==> config.mk <==
export PLATFORM = sky130hd
export DESIGN_NAME = key_slot_table
export DESIGN_NICKNAME = d
export VERILOG_FILES = /design/src/design/kst_pkg.sv /design/src/design/kst_ram.sv /design/src/design/key_slot_table.sv
export SDC_FILE = /design/constraint.sdc
export NUM_CORES = 2
export LEC_CHECK = 0
export BUFFER_PORTS_ARGS = -buffer_cell sky130_fd_sc_hd__buf_2
export CORE_UTILIZATION = 35
export DETAILED_ROUTE_END_ITERATION = 7
export GPL_TIMING_DRIVEN = 0
export SLEW_MARGIN = 15
export SYNTH_ARGS = -nofsm -noshare
export SYNTH_HDL_FRONTEND = slang
export SYNTH_SLANG_ARGS = --single-unit
==> constraint.sdc <==
create_clock -name clk -period 10 [get_ports clk]
set_input_delay 0.5 -clock clk [delete_from_list [all_inputs] [get_ports clk]]
set_output_delay 0.5 -clock clk [all_outputs]
set_load 0.05 [all_outputs]
==> src/design/kst_pkg.sv <==
`timescale 1ns / 1ps

package kst_pkg;

  localparam int TABLE_ENTRIES = 32;
  localparam int IDX_W = (TABLE_ENTRIES > 1) ? $clog2(TABLE_ENTRIES) : 1;
  localparam int CNT_W = $clog2(TABLE_ENTRIES + 1);

  localparam int KEY_W = 64;
  localparam int KEY_BYTES = KEY_W / 8;
  localparam int LEN_W = 4;
  localparam int SLOT_W = 5;
  localparam int STATUS_W = 2;
  localparam int CFG_IDX_W = 2;
  localparam int ENTRY_W = KEY_W + 1;

  localparam logic [CFG_IDX_W-1:0] REG_ID_BYTES = 2'd0;
  localparam logic [CFG_IDX_W-1:0] REG_INDEX_BYTES = 2'd1;

  localparam logic [LEN_W-1:0] ID_BYTES_RESET = 4'd4;
  localparam logic [LEN_W-1:0] INDEX_BYTES_RESET = 4'd4;

  localparam logic KIND_INSERT = 1'b0;
  localparam logic KIND_REMOVE = 1'b1;

  localparam logic [STATUS_W-1:0] STATUS_DONE = 2'd0;
  localparam logic [STATUS_W-1:0] STATUS_FULL = 2'd1;
  localparam logic [STATUS_W-1:0] STATUS_NOT_FOUND = 2'd2;

  typedef enum logic [1:0] {
    ST_IDLE,
    ST_SCAN,
    ST_RESULT
  } state_t;

  function automatic logic [KEY_W-1:0] key_mask(input logic [LEN_W-1:0] id_len,
                                                input logic [LEN_W-1:0] index_len);
    logic [LEN_W:0] n;
    logic [KEY_W-1:0] m;
    n = {1'b0, id_len} + {1'b0, index_len};
    m = '0;
    for (int b = 0; b < KEY_BYTES; b++) begin
      if (n > (LEN_W + 1)'(b)) begin
        m[b*8 +: 8] = 8'hff;
      end
    end
    return m;
  endfunction

endpackage

==> src/design/kst_ram.sv <==
`timescale 1ns / 1ps

module kst_ram #(
  parameter int WIDTH = 8,
  parameter int DEPTH = 16
) (
  input  logic                                   clk,
  input  logic                                   we,
  input  logic [(DEPTH > 1 ? $clog2(DEPTH) : 1)-1:0] waddr,
  input  logic [WIDTH-1:0]                       wdata,
  input  logic                                   re,
  input  logic [(DEPTH > 1 ? $clog2(DEPTH) : 1)-1:0] raddr,
  output logic [WIDTH-1:0]                       rdata
);

  logic [WIDTH-1:0] mem [DEPTH];

  always_ff @(posedge clk) begin
    if (we) begin
      mem[waddr] <= wdata;
    end
    if (re) begin
      rdata <= mem[raddr];
    end
  end

endmodule

==> src/design/key_slot_table.sv <==
`timescale 1ns / 1ps

// Key slot table: insert places a key in the lowest empty slot below the
// high-water mark, or at the mark (raising it), or reports full; remove clears
// the lowest valid slot whose key matches under the current id/index length,
// or reports not found. One request is handled at a time; a request scans the
// slot memory through its single read port, one slot per cycle, reading at most
// high_water slots (at most TABLE_ENTRIES) before its result is registered, and
// the result may then wait for the result register to drain. A slot at or above the
// high-water mark counts as empty, so no clearing pass runs after reset.
module key_slot_table (
  input  logic                          clk,
  input  logic                          rst,
  input  logic                          cfg_wen,
  input  logic [kst_pkg::CFG_IDX_W-1:0] cfg_index,
  input  logic [kst_pkg::LEN_W-1:0]     cfg_data,
  input  logic                          in_valid,
  output logic                          in_ready,
  input  logic                          kind,
  input  logic [kst_pkg::KEY_W-1:0]     key,
  output logic                          out_valid,
  input  logic                          out_ready,
  output logic [kst_pkg::STATUS_W-1:0]  status,
  output logic [kst_pkg::SLOT_W-1:0]    slot
);

  kst_pkg::state_t state, state_next;

  logic [kst_pkg::LEN_W-1:0] id_bytes, index_bytes;
  logic [kst_pkg::CNT_W-1:0] high_water, high_water_next;
  logic [kst_pkg::CNT_W-1:0] limit, limit_next;
  logic [kst_pkg::CNT_W-1:0] rd_idx, rd_idx_next;
  logic                      pend, pend_next;
  logic [kst_pkg::IDX_W-1:0] pend_idx, pend_idx_next;
  logic                      kind_r, kind_r_next;
  logic [kst_pkg::KEY_W-1:0] key_r, key_r_next;
  logic [kst_pkg::KEY_W-1:0] mask;

  logic [kst_pkg::STATUS_W-1:0] res_status, res_status_next;
  logic [kst_pkg::SLOT_W-1:0]   res_slot, res_slot_next;
  logic                         out_valid_next;
  logic [kst_pkg::STATUS_W-1:0] status_next;
  logic [kst_pkg::SLOT_W-1:0]   slot_next;

  logic                         ram_we, ram_re;
  logic [kst_pkg::IDX_W-1:0]    ram_waddr, ram_raddr;
  logic [kst_pkg::ENTRY_W-1:0]  ram_wdata, ram_rdata;
  logic                         entry_valid;
  logic [kst_pkg::KEY_W-1:0]    entry_key;
  logic                         hit;

  kst_ram #(
    .WIDTH(kst_pkg::ENTRY_W),
    .DEPTH(kst_pkg::TABLE_ENTRIES)
  ) u_slots (
    .clk  (clk),
    .we   (ram_we),
    .waddr(ram_waddr),
    .wdata(ram_wdata),
    .re   (ram_re),
    .raddr(ram_raddr),
    .rdata(ram_rdata)
  );

  assign mask = kst_pkg::key_mask(id_bytes, index_bytes);
  assign entry_valid = ram_rdata[kst_pkg::KEY_W];
  assign entry_key = ram_rdata[kst_pkg::KEY_W-1:0];

  always_comb begin
    if (kind_r == kst_pkg::KIND_INSERT) begin
      hit = pend && !entry_valid;
    end else begin
      hit = pend && entry_valid && ((entry_key & mask) == key_r);
    end
  end

  always_comb begin
    state_next = state;
    high_water_next = high_water;
    limit_next = limit;
    rd_idx_next = rd_idx;
    pend_next = pend;
    pend_idx_next = pend_idx;
    kind_r_next = kind_r;
    key_r_next = key_r;
    res_status_next = res_status;
    res_slot_next = res_slot;
    out_valid_next = out_valid && !out_ready;
    status_next = status;
    slot_next = slot;
    in_ready = 1'b0;
    ram_we = 1'b0;
    ram_waddr = pend_idx;
    ram_wdata = '0;
    ram_re = 1'b0;
    ram_raddr = rd_idx[kst_pkg::IDX_W-1:0];

    case (state)
      kst_pkg::ST_IDLE: begin
        in_ready = 1'b1;
        if (in_valid) begin
          kind_r_next = kind;
          key_r_next = key & mask;
          limit_next = high_water;
          rd_idx_next = '0;
          pend_next = 1'b0;
          state_next = kst_pkg::ST_SCAN;
        end
      end
      kst_pkg::ST_SCAN: begin
        if (hit) begin
          ram_we = 1'b1;
          ram_waddr = pend_idx;
          ram_wdata = (kind_r == kst_pkg::KIND_INSERT) ? {1'b1, key_r} : '0;
          res_status_next = kst_pkg::STATUS_DONE;
          res_slot_next = kst_pkg::SLOT_W'(pend_idx);
          pend_next = 1'b0;
          state_next = kst_pkg::ST_RESULT;
        end else if (rd_idx < limit) begin
          ram_re = 1'b1;
          pend_next = 1'b1;
          pend_idx_next = rd_idx[kst_pkg::IDX_W-1:0];
          rd_idx_next = rd_idx + 1'b1;
        end else begin
          pend_next = 1'b0;
          state_next = kst_pkg::ST_RESULT;
          res_slot_next = '0;
          if (kind_r == kst_pkg::KIND_REMOVE) begin
            res_status_next = kst_pkg::STATUS_NOT_FOUND;
          end else if (limit < kst_pkg::CNT_W'(kst_pkg::TABLE_ENTRIES)) begin
            ram_we = 1'b1;
            ram_waddr = limit[kst_pkg::IDX_W-1:0];
            ram_wdata = {1'b1, key_r};
            high_water_next = limit + 1'b1;
            res_status_next = kst_pkg::STATUS_DONE;
            res_slot_next = kst_pkg::SLOT_W'(limit);
          end else begin
            res_status_next = kst_pkg::STATUS_FULL;
          end
        end
      end
      kst_pkg::ST_RESULT: begin
        if (!out_valid || out_ready) begin
          out_valid_next = 1'b1;
          status_next = res_status;
          slot_next = res_slot;
          state_next = kst_pkg::ST_IDLE;
        end
      end
      default: begin
        state_next = kst_pkg::ST_IDLE;
      end
    endcase
  end

  always_ff @(posedge clk) begin
    if (rst) begin
      state <= kst_pkg::ST_IDLE;
      high_water <= '0;
      pend <= 1'b0;
      out_valid <= 1'b0;
    end else begin
      state <= state_next;
      high_water <= high_water_next;
      pend <= pend_next;
      out_valid <= out_valid_next;
    end
  end

  always_ff @(posedge clk) begin
    limit <= limit_next;
    rd_idx <= rd_idx_next;
    pend_idx <= pend_idx_next;
    kind_r <= kind_r_next;
    key_r <= key_r_next;
    res_status <= res_status_next;
    res_slot <= res_slot_next;
    status <= status_next;
    slot <= slot_next;
  end

  always_ff @(posedge clk) begin
    if (rst) begin
      id_bytes <= kst_pkg::ID_BYTES_RESET;
      index_bytes <= kst_pkg::INDEX_BYTES_RESET;
    end else if (cfg_wen) begin
      case (cfg_index)
        kst_pkg::REG_ID_BYTES:    id_bytes <= cfg_data;
        kst_pkg::REG_INDEX_BYTES: index_bytes <= cfg_data;
        default: begin
        end
      endcase
    end
  end

endmodule

==> results.json <==
{
  "cts-resized-gates": 0,
  "final.setup.worst_slack_ns": 3.54,
  "multi_input_area_mm2": 0.0199,
  "rsz0062_at_grt": "false",
  "avgRoutedWirePerCell_um": 32.1,
  "cts_tree": "yes",
  "hold_class": "input port to register",
  "worstMarginPinSlew_ns": 1.30,
  "num_io_pins": 85,
  "drv_slew": 0,
  "crit_path_end_kind": "register",
  "crit_fanout": 12,
  "cts-root-buf": "clkbuf_16",
  "powerDensity_mw_per_mm2": 207,
  "synth-edff-count": 2241,
  "avgSynthCellArea_um2": 22.9,
  "path_buf_inv": 4,
  "synth_top_area_cell": "edfxtp_1",
  "drive_gt1_share_pct": 31.0,
  "fin_crit_ns": 6.46,
  "cp_slowest_stage_delay_ns": 0.77,
  "post-route-period-util_pct": 64.6,
  "grt.total_usage_pct": 20.0,
  "clkTransAtPathRegs_ns": 0.06,
  "routed_wl_um": 253000,
  "path_class": "register to register",
  "max_freq_ghz": 0.155,
  "peakVddDrop_mv": 0.178,
  "rows": 183,
  "report.power.total_mw": 21.7,
  "dieWidth_um": 504,
  "synth.most_common_cell": "edfxtp_1",
  "design_area_mm2": 0.105,
  "cts-htree-levels": 4,
  "synth_area_leaders": "edfxtp_1 76%, mux4_2 17%, mux2_2 0.86%, and2_1 0.85%, clkbuf_1 0.58%",
  "grt_pass1_vias": 44248,
  "max-slew-margin-rel_pct": 13.4,
  "start_kind": "register",
  "seq_area_frac_synth_pct": 76.8,
  "grt_max_degree": 42,
  "drc": 0,
  "dp_slack_ns": 3.67,
  "die-area_mm2": 0.254,
  "cp_data_arrival_time_ns": 7.00,
  "vias": 44340,
  "antenna_found_initial": 12,
  "max_cap_viol_count": 0,
  "dr.first_iter.drc_count": 6385,
  "r2r_slack_ns": 3.54,
  "setup_tns_ns": 0,
  "yosysUniqueCellTypes": 79,
  "utilization_pct": 42.1,
  "hpwl_um": 172000,
  "status": "complete, no violations",
  "clk_latency_ns": 0.88,
  "syn-cell-area_mm2": 0.0880,
  "synthTopCellsByCount": "2241 x edfxtp_1, 650 x mux4_2, 135 x clkbuf_1",
  "synth_seq_cells": 2259,
  "overflow": 0,
  "nets": 4461,
  "initial_utilization_pct": 35.3,
  "die_h_um": 504,
  "finalHoldViolCount": 0,
  "fill_cells": 21151,
  "synthFlopType": "edfxtp_1",
  "regArea_mm2": 0.0677,
  "grt_pass1_wl_um": 350000,
  "port_buffers": 83,
  "fin_worst_skew_ns": 0.0480,
  "ys_async_sr_fraction_pct": 0,
  "slowest_stage": "nand4b_1",
  "cts_buffer_depth": 3,
  "core_area_mm2": 0.249,
  "clock-sinks": 2259,
  "ant_nets": 0,
  "p_leak_nw": 30.1,
  "place.gp.congestion": 0.887,
  "critical_path_required_ns": 10.54,
  "crit_chain": "ha_1 > fa_1 > or4_4 > a211o_1 > and3_1 > nor3_1 > a211oi_1 > and4b_1 > nand3_1 > nand4b_1 > a21oi_4 > buf_16 > buf_12 > buf_12 > buf_16",
  "ys.warnings.count": 0,
  "dpl_cell_area_mm2": 0.0972,
  "vias_per_cell": 5.61,
  "syn_to_final_growth_pct": 19.1,
  "dr.pass1.iters": 5,
  "setup_viol": 0,
  "syn_nets": 3930,
  "critPathTopFamily": "simple AND/OR/NAND/NOR gates",
  "synth_top_area_share_pct": 76.4,
  "netlist_instances": 3842,
  "cts_buffers": 220
}
## worst reg2reg max path: stages, from the launching register on
cell and delay (ns):
dfxtp_1 0.31, ha_1 0.24, fa_1 0.53, or4_4 0.62, a211o_1 0.39, and3_1 0.25, nor3_1 0.58, a211oi_1 0.21
and4b_1 0.26, nand3_1 0.42, nand4b_1 0.78, a21oi_4 0.68, buf_16 0.22, buf_12 0.19, buf_12 0.22, buf_16 0.19
## flip-flops by register name, indices dropped and copies added, names as in the netlist
signal and cells:
u_slots.mem 2080, u_slots.rdata 65, key_r 64, high_water 6, limit 6, rd_idx 6
pend_idx 5, res_slot 5, slot 5, id_bytes 4, index_bytes 4, res_status 2
state 2, status 2, kind_r 1, out_valid 1, pend 1
## metal layers
| layer | vias to the layer above | share of wire [%] | global-route usage [%] |
|---|---|---|---|
| met5 | - | 0.013 | 0 |
| met4 | 4 | 4.0 | 8.04 |
| li1 | 17476 | - | - |
| met1 | 24096 | 39 | 26.8 |
| met3 | 414 | 8.4 | 3.79 |
| met2 | 2350 | 48 | 32.0 |
## cells by family (layout without fill, tap and decap cells)
group	count (synthesis)	count (layout)	synth area share, %
other cells	0	11	0
simple gates	402	402	2.56
buf+inv	224	940	1.01
mux	729	729	17.6
xor+xnor	28	28	0.300
compound gates	188	188	1.49
flops	2259	2259	76.8
fa+ha+maj	12	12	0.179
## layout by cell type, fill, tap and decap left out, types with 25 or more instances in the layout
cell and n:
clkbuf_2 40, edfxtp_1 2241, mux2_2 67, buf_2 106
mux4_2 650, nor2_1 55, clkinv_2 37, nor2b_1 31
bufinv_16 25, inv_1 37, dlygate4sd3_1 47, buf_16 106
nor3_1 26, buf_12 47, clkbuf_16 222, and2_1 115
o21ai_0 31, a21oi_4 30, clkinv_1 46, nand2_1 55
clkbuf_1 155
## final cells by class
cell class,instances,area share [%]
Timing Repair Buffer,309,4.77
Sequential cell,2259,64.5
Inverter,40,0.148
Clock inverter,128,1.37
Clock buffer,279,5.50
Tap cell,3330,3.97
Multi-Input combinational cell,1359,19.0
Buffer,184,0.773
Antenna cell,11,0.0262
## power breakdown
part	total, mW	switching, mW	internal, mW	leakage [nW]
clock	8.33	3.59	4.74	3.51
sequential	10.6	0.123	10.5	18.7
combinational	2.70	1.57	1.13	7.95
total	21.7	5.28	16.4	30.1
## per-stage QoR
step                hold slack, ns  instances
finish                      0.0417       7899
global route                0.0146       7896
CTS                        0.00713       7887
detailed placement           0.405       7433
global placement             0.412       7255
floorplan                    0.400       3842
## path summary, 6_finish.rpt
| path | endpoint | cells after the start | from |
|---|---|---|---|
| setup / recovery | u_slots.mem[20][34] | 15 | id_bytes[0] |
| hold / removal | key_r[51] | 2 | key[51] |
| setup reg to reg | u_slots.mem[20][34] | 15 | id_bytes[0] |
| hold reg to reg | slot[2] | 0 | res_slot[2] |
## repair_timing
item | 4_1_cts | 5_1_grt
setup buffers | 0 | 0
endpoints found under the setup margin | 0 | 0
hold buffers | 47 | 0
hold endpoints to repair | 50 | 0
Power figures use the tool's default switching activity.
